File: config.mk
export PLATFORM = sky130hd
export DESIGN_NAME = date_range_seconds
export DESIGN_NICKNAME = d
export VERILOG_FILES = /design/src/hdl/drs_pkg.sv /design/src/hdl/drs_day_num.sv /design/src/hdl/drs_dist.sv /design/src/hdl/date_range_seconds.sv
export SDC_FILE = /design/constraint.sdc
export NUM_CORES = 2
export LEC_CHECK = 0
export ABC_AREA = 1
export BUFFER_PORTS_ARGS = -buffer_cell sky130_fd_sc_hd__buf_4
export CORE_MARGIN = 2
export CORE_UTILIZATION = 25
export DETAILED_ROUTE_END_ITERATION = 6
export GPL_ROUTABILITY_DRIVEN = 0
export RECOVER_POWER = 100
export SYNTH_ARGS = -nofsm -noshare
export SYNTH_HDL_FRONTEND = slang
export SYNTH_HIERARCHICAL = 1
export SYNTH_SLANG_ARGS = --single-unit
export TNS_END_PERCENT = 10
File: constraint.sdc
create_clock -name clk_i -period 7.26 [get_ports clk_i]
set_clock_uncertainty 0.1 [all_clocks]
set_input_delay 1.452 -clock clk_i [delete_from_list [all_inputs] [get_ports clk_i]]
set_output_delay 1.452 -clock clk_i [all_outputs]
set_load 0.01 [all_outputs]
File: src/hdl/drs_pkg.sv
// Shared types, widths and constants for the date range seconds block.
// No dependencies; imported by every module of the block.
package drs_pkg;

  // Field widths
  localparam int unsigned YEAR_W  = 16;
  localparam int unsigned MONTH_W = 4;
  localparam int unsigned DAY_W   = 8;
  localparam int unsigned SEC_W   = 41;

  // Day number of a date fits in 25 bits (year 65535, month 13, day 255)
  localparam int unsigned DAYS_W  = 25;
  // Day of year before the day is added (at most 366)
  localparam int unsigned DOY_W   = 9;

  // Division by 100 through a reciprocal: q = (x * RECIP100) >> RECIP_SHIFT,
  // exact for x below 91180, which covers every operand here (at most 65634)
  localparam int unsigned OPND_W      = YEAR_W + 1;
  localparam int unsigned PROD_W      = 2 * OPND_W;
  localparam int unsigned RECIP_SHIFT = 23;
  localparam int unsigned QUOT_W      = PROD_W - RECIP_SHIFT;
  localparam logic [OPND_W-1:0] RECIP100 = OPND_W'(83887);

  localparam logic [YEAR_W-1:0] CENTURY   = YEAR_W'(100);
  localparam logic [OPND_W-1:0] ROUND4    = OPND_W'(3);
  localparam logic [OPND_W-1:0] ROUND100  = OPND_W'(99);
  localparam logic [OPND_W-1:0] ROUND400  = OPND_W'(399);
  localparam logic [DAYS_W-1:0] DAYS_YEAR = DAYS_W'(365);

  // Seconds per day
  localparam int unsigned SPD_W = 17;
  localparam logic [SPD_W-1:0] SEC_PER_DAY = SPD_W'(86400);

  // Month codes
  localparam logic [MONTH_W-1:0] MONTH_MAR = MONTH_W'(3);
  localparam logic [MONTH_W-1:0] MONTH_BAD = MONTH_W'(14);

  // Pipeline depth from request to result
  localparam int unsigned LATENCY = 4;

  // Control that travels with each request
  typedef struct packed {
    logic valid;
    logic err;
  } ctl_t;

  // Days in the months before the given one, common year
  function automatic logic [DOY_W-1:0] cum_days(input logic [MONTH_W-1:0] month);
    logic [DOY_W-1:0] res;
    case (month)
      4'd2:    res = DOY_W'(31);
      4'd3:    res = DOY_W'(59);
      4'd4:    res = DOY_W'(90);
      4'd5:    res = DOY_W'(120);
      4'd6:    res = DOY_W'(151);
      4'd7:    res = DOY_W'(181);
      4'd8:    res = DOY_W'(212);
      4'd9:    res = DOY_W'(243);
      4'd10:   res = DOY_W'(273);
      4'd11:   res = DOY_W'(304);
      4'd12:   res = DOY_W'(334);
      4'd13:   res = DOY_W'(365);
      default: res = '0;
    endcase
    return res;
  endfunction

endpackage

File: src/hdl/drs_day_num.sv
// Two-stage day number unit: days from the start of year 0 to a given date.
// Depends on drs_pkg.
module drs_day_num import drs_pkg::*; (
  input  logic               clk_i,
  input  logic [YEAR_W-1:0]  year_i,
  input  logic [MONTH_W-1:0] month_i,
  input  logic [DAY_W-1:0]   day_i,
  output logic [DAYS_W-1:0]  days_o
);

  // Stage A: reciprocal products for the century and 400-year counts
  logic [OPND_W-1:0]  y_ext, y99, y399, y399s;
  logic [YEAR_W-1:0]  year_q;
  logic [MONTH_W-1:0] month_q;
  logic [DAY_W-1:0]   day_q;
  logic [PROD_W-1:0]  py_d, py_q, p99_d, p99_q, p400_d, p400_q;

  assign y_ext  = {1'b0, year_i};
  assign y99    = y_ext + ROUND100;
  assign y399   = y_ext + ROUND400;
  assign y399s  = y399 >> 2;
  assign py_d   = PROD_W'(y_ext) * PROD_W'(RECIP100);
  assign p99_d  = PROD_W'(y99) * PROD_W'(RECIP100);
  assign p400_d = PROD_W'(y399s) * PROD_W'(RECIP100);

  always_ff @(posedge clk_i) begin
    year_q  <= year_i;
    month_q <= month_i;
    day_q   <= day_i;
    py_q    <= py_d;
    p99_q   <= p99_d;
    p400_q  <= p400_d;
  end

  // Stage B: leap test, leap days before the year, day of year, day number
  logic [QUOT_W-1:0] q_y, q99, q400;
  logic              is_cent, leap;
  logic [OPND_W-1:0] y3;
  logic [DAYS_W-1:0] leaps, doy, days_d, days_q;

  assign q_y  = py_q[RECIP_SHIFT +: QUOT_W];
  assign q99  = p99_q[RECIP_SHIFT +: QUOT_W];
  assign q400 = p400_q[RECIP_SHIFT +: QUOT_W];

  assign is_cent = ((YEAR_W'(q_y) * CENTURY) == year_q);
  assign leap    = ((year_q[1:0] == 2'b00) && !is_cent) ||
                   (is_cent && (q_y[1:0] == 2'b00));

  assign y3     = ({1'b0, year_q} + ROUND4) >> 2;
  assign leaps  = DAYS_W'(y3) - DAYS_W'(q99) + DAYS_W'(q400);
  assign doy    = DAYS_W'(cum_days(month_q))
                + DAYS_W'(leap && (month_q >= MONTH_MAR))
                + DAYS_W'(day_q);
  assign days_d = DAYS_W'(year_q) * DAYS_YEAR + leaps + doy;

  always_ff @(posedge clk_i) begin
    days_q <= days_d;
  end

  assign days_o = days_q;

endmodule

File: src/hdl/drs_dist.sv
// Two-stage distance unit: absolute day difference, then scaling to seconds.
// Depends on drs_pkg.
module drs_dist import drs_pkg::*; (
  input  logic              clk_i,
  input  logic [DAYS_W-1:0] days_a_i,
  input  logic [DAYS_W-1:0] days_b_i,
  output logic [SEC_W-1:0]  seconds_o
);

  localparam int unsigned MUL_W = DAYS_W + SPD_W;

  // Stage C: absolute difference of the day numbers
  logic [DAYS_W-1:0] diff_d, diff_q;

  assign diff_d = (days_a_i > days_b_i) ? (days_a_i - days_b_i)
                                        : (days_b_i - days_a_i);

  always_ff @(posedge clk_i) begin
    diff_q <= diff_d;
  end

  // Stage D: days to seconds, kept to the result width
  logic [MUL_W-1:0] prod;
  logic [SEC_W-1:0] sec_q;

  assign prod = MUL_W'(diff_q) * MUL_W'(SEC_PER_DAY);

  always_ff @(posedge clk_i) begin
    sec_q <= prod[SEC_W-1:0];
  end

  assign seconds_o = sec_q;

endmodule

File: src/hdl/date_range_seconds.sv
// Distance in seconds between two Gregorian dates; pipelined, one request per clock.
// One request is taken on every clock with start high; busy never rises.
// The result of each request appears for one cycle with done_o high, after the four
// register stages (reciprocal products, day numbers, day difference, scaling by
// 86400). Results cannot be stalled, so the receiver must take each one in the
// cycle it is shown. A month of 14 or more in either date gives range_error_o = 1
// and zero seconds.
// Depends on drs_pkg, drs_day_num and drs_dist.
module date_range_seconds import drs_pkg::*; (
  input  logic               clk_i,
  input  logic               rst_ni,
  input  logic               start,
  output logic               busy,
  input  logic [YEAR_W-1:0]  start_year_i,
  input  logic [MONTH_W-1:0] start_month_i,
  input  logic [DAY_W-1:0]   start_day_i,
  input  logic [YEAR_W-1:0]  end_year_i,
  input  logic [MONTH_W-1:0] end_month_i,
  input  logic [DAY_W-1:0]   end_day_i,
  output logic               done_o,
  output logic [SEC_W-1:0]   seconds_between_o,
  output logic               range_error_o
);

  // Never stalls
  assign busy = 1'b0;

  // Control pipeline: valid and error flags follow the data
  ctl_t ctl_d;
  ctl_t ctl_q [LATENCY];

  assign ctl_d.valid = start;
  assign ctl_d.err   = (start_month_i >= MONTH_BAD) || (end_month_i >= MONTH_BAD);

  always_ff @(posedge clk_i or negedge rst_ni) begin
    if (!rst_ni) begin
      for (int i = 0; i < LATENCY; i++) ctl_q[i] <= '0;
    end else begin
      ctl_q[0] <= ctl_d;
      for (int i = 1; i < LATENCY; i++) ctl_q[i] <= ctl_q[i-1];
    end
  end

  // Day numbers of both dates
  logic [DAYS_W-1:0] days_a, days_b;

  drs_day_num u_day_a (
    .clk_i   (clk_i),
    .year_i  (start_year_i),
    .month_i (start_month_i),
    .day_i   (start_day_i),
    .days_o  (days_a)
  );

  drs_day_num u_day_b (
    .clk_i   (clk_i),
    .year_i  (end_year_i),
    .month_i (end_month_i),
    .day_i   (end_day_i),
    .days_o  (days_b)
  );

  // Distance in seconds
  logic [SEC_W-1:0] seconds;

  drs_dist u_dist (
    .clk_i     (clk_i),
    .days_a_i  (days_a),
    .days_b_i  (days_b),
    .seconds_o (seconds)
  );

  // Result: zero seconds on error
  assign done_o            = ctl_q[LATENCY-1].valid;
  assign range_error_o     = ctl_q[LATENCY-1].valid && ctl_q[LATENCY-1].err;
  assign seconds_between_o = ctl_q[LATENCY-1].err ? '0 : seconds;

endmodule

==> impl_metrics.env <==
export IMPL_outcome="finished clean"
export IMPL_drc=0
export IMPL_dr_pass1_iters=5
export IMPL_clk_pin_slew_ps=60
export IMPL_worst_slew_pin_slew_ps=1165
export IMPL_rrSetupSlack_ps=440
export IMPL_dp_hpwl_mm=144.4
export IMPL_cts_root_buf="clkbuf_16"
export IMPL_min_period_over_period=0.9635
export IMPL_worst_ep_arrival_time_ps=7380
export IMPL_dieArea_um2=252200
export IMPL_nets=10510
export IMPL_antenna_found_initial=9
export IMPL_finish_utilization=0.2940
export IMPL_clock_latency_ps=590
export IMPL_synth_edf_count=0
export IMPL_rows=182
export IMPL_required_ps=7640
export IMPL_h_tree_depth=2
export IMPL_via_per_inst=4.180
export IMPL_syn_to_final_growth_pct=16.72
export IMPL_crit_path_start="end_year_i[1]"
export IMPL_vias=48690
export IMPL_post_route_cell_area_um2=72440
export IMPL_netlist_area_um2=62060
export IMPL_fin_crit_ps=6995
export IMPL_wl_per_cell_um=13.63
export IMPL_drt_iter0_markers=2216
export IMPL_dpl_cell_area_um2=70880
export IMPL_fp_dieH_um=502.2
export IMPL_ant_nets=0
export IMPL_drt_total_wl_mm=158.8
export IMPL_grt_setup_unrepaired="yes"
export IMPL_worstHoldPathCells=0
export IMPL_die_w_um=502.2
export IMPL_ios=103
export IMPL_cts_tree="built"
export IMPL_synth_ff_type="dfxtp_1"
export IMPL_yosys_warnings=6
export IMPL_reg2reg_depth=38
export IMPL_grt_pass1_vias=49620
export IMPL_setup_worst_path_class="in2reg"
export IMPL_start_util=0.2519
export IMPL_cp_slowest_cell="fa_1"
export IMPL_synth_cell_type_count=63
export IMPL_min_path_type="reg2reg"
export IMPL_grt_ovfl_total=0
export IMPL_numPortBuffers=94
export IMPL_drive_above_1_share=0.1059
export IMPL_worstHoldStart="ctl_q[6]"
export IMPL_clock_sinks=251
export IMPL_ys_async_sr_fraction=0.03187
export IMPL_grt_usage=0.1272
export IMPL_tns_ps=0
export IMPL_finalHoldViolCount=0
export IMPL_fmax_ghz=0.1430
export IMPL_seq_area_frac_synth=0.08161
export IMPL_slowest_delay_ps=540
export IMPL_numCtsBuffers=37
export IMPL_grt_pass1_wl_mm=259.3
export IMPL_critPathCaptureType="register"
export IMPL_cts_buffer_depth=3
export IMPL_crit_top_cell="fa_1"
export IMPL_coreArea_um2=246400
export IMPL_max_cap_violations=0
export IMPL_setup_viol_count_final=0
export IMPL_crit_reg2reg_launch="u_day_a/year_q[3]"
export IMPL_critPathLaunchType="input pin"
export IMPL_grt_max_degree=43
export IMPL_crit_fanout=5
export IMPL_slew_violations=0
export IMPL_slew_limit_headroom=0.2235
export IMPL_syn_area_per_cell_um2=8.106
export IMPL_synth_seq_cells=251
export IMPL_syn_inst=7656
[final cells by class]
class | instances | area, um2
inverters | 2049 | 7694
fillers | 26550 | 174000
clock buffers | 50 | 1047
diodes | 1 | 2.502
flip-flops and latches | 251 | 5082
multi-input cells | 5326 | 49560
well taps | 3312 | 4144
clock inverters | 17 | 186.4
repair buffers | 642 | 4721
[Yosys cell counts, types with 6 or more instances]
| library cell | number | area, um2 |
|---|---|---|
| nand3_1 | 236 | 1181 |
| and2_1 | 10 | 62.56 |
| o31ai_1 | 6 | 45.04 |
| nor2_2 | 16 | 100.1 |
| ha_1 | 1277 | 15980 |
| a21o_1 | 41 | 307.8 |
| o21a_1 | 23 | 172.7 |
| o21ai_0 | 177 | 885.9 |
| a21boi_0 | 8 | 60.06 |
| a21oi_1 | 337 | 1687 |
| nand2_2 | 34 | 212.7 |
| fa_1 | 867 | 17360 |
| o21bai_1 | 23 | 172.7 |
| nand3_2 | 6 | 60.06 |
| buf_4 | 15 | 112.6 |
| nor4_1 | 17 | 106.4 |
| nand2_1 | 1302 | 4887 |
| nand3b_1 | 21 | 157.7 |
| o211ai_1 | 11 | 82.58 |
| nor2_4 | 14 | 157.7 |
| nand4_1 | 64 | 400.4 |
| o221ai_1 | 6 | 52.55 |
| nor2_1 | 391 | 1468 |
| dfrtp_1 | 8 | 200.2 |
| xor2_1 | 202 | 1769 |
| nor3_1 | 78 | 390.4 |
| buf_6 | 6 | 67.56 |
| dfxtp_1 | 243 | 4865 |
| or2_2 | 13 | 81.33 |
| xnor2_1 | 58 | 508.0 |
| a31oi_1 | 34 | 212.7 |
| inv_1 | 2043 | 7669 |
[cells by family after synthesis]
logic type | after synthesis | share of synthesized area
compound gates | 695 | 0.06324
xor+xnor | 263 | 0.03770
fa+ha+maj | 2144 | 0.5371
buf+inv | 2085 | 0.1281
flops | 251 | 0.08161
other cells | 2 | 0.0001210
simple gates | 2216 | 0.1521
[flip-flops by register name, indices dropped and copies added (netlist names), named ones only]
register	flops
u_day_a/days_o	25
u_day_b/month_q	4
u_day_a/p400_q	9
u_day_b/days_o	25
u_day_a/py_q	11
u_day_b/year_q	15
u_dist/seconds_o	34
u_day_b/day_q	8
u_day_a/day_q	8
u_day_b/p400_q	9
u_dist/diff_q	25
done_o	1
u_day_b/p99_q	11
u_day_a/p99_q	11
u_day_a/month_q	4
u_day_b/py_q	11
ctl_q	7
u_day_a/year_q	15
[placed cells by master, fill, tap and decap left out, drive strengths merged, types with 203 or more instances in the layout]
master / count
nor2: 422
buf: 604
fa: 867
ha: 1277
xor2: 203
inv: 2049
dfxtp: 243
nand3: 244
a21oi: 338
nand2: 1341
[critical path, delay by kind of cell]
kind                       cells  cell delay (ps)
xor gates and xnor gates       2              560
and+or+nand+nor                8              900
adders and majority gates      8             3380
buffers and inverters          7              700
AOI/OAI and AO/OA              3              390
[stage by stage]
stage | worst slack [ps] | cells | hold slack, ps
2_1_floorplan | -43.82 | 7662 | 231.2
5_1_grt | -114.8 | 11650 | 256.1
3_5_place_dp | -646.3 | 11570 | 234.7
4_1_cts | 85.36 | 11640 | 246.5
3_3_place_gp | -476.6 | 11570 | 232.3
6_report | 264.9 | 11650 | 246.2
[metal layers]
| layer | global-route usage | wire length, um | part of all wire | up-vias |
|---|---|---|---|---|
| met2 | 0.2168 | 73900 | 0.47 | 765 |
| li1 | - | - | - | 24850 |
| met3 | 0.01389 | 6071 | 0.038 | 161 |
| met4 | 0.02108 | 2955 | 0.019 | 10 |
| met1 | 0.1744 | 75810 | 0.48 | 22900 |
| met5 | 0 | 65 | 0.00041 | - |
[worst paths after layout]
check                                     end
setup reg to reg           u_day_a/days_o[15]
hold / removal                       ctl_q[4]
min in group asynchronous            ctl_q[2]
setup / recovery           u_day_b/p400_q[31]
hold reg to reg                      ctl_q[4]
max in group asynchronous            ctl_q[0]
[timing repair]
item / in CTS / in global routing
hold buffers: 0 / 0
pin swaps: 0 / 19
setup buffers: 0 / 6
resized for setup: 2 / 106
setup endpoints to repair: 1 / 63
Power is left out: the tool's default activity adds up to more than one toggle a clock period on the data nets, which glitch-free logic cannot reach.
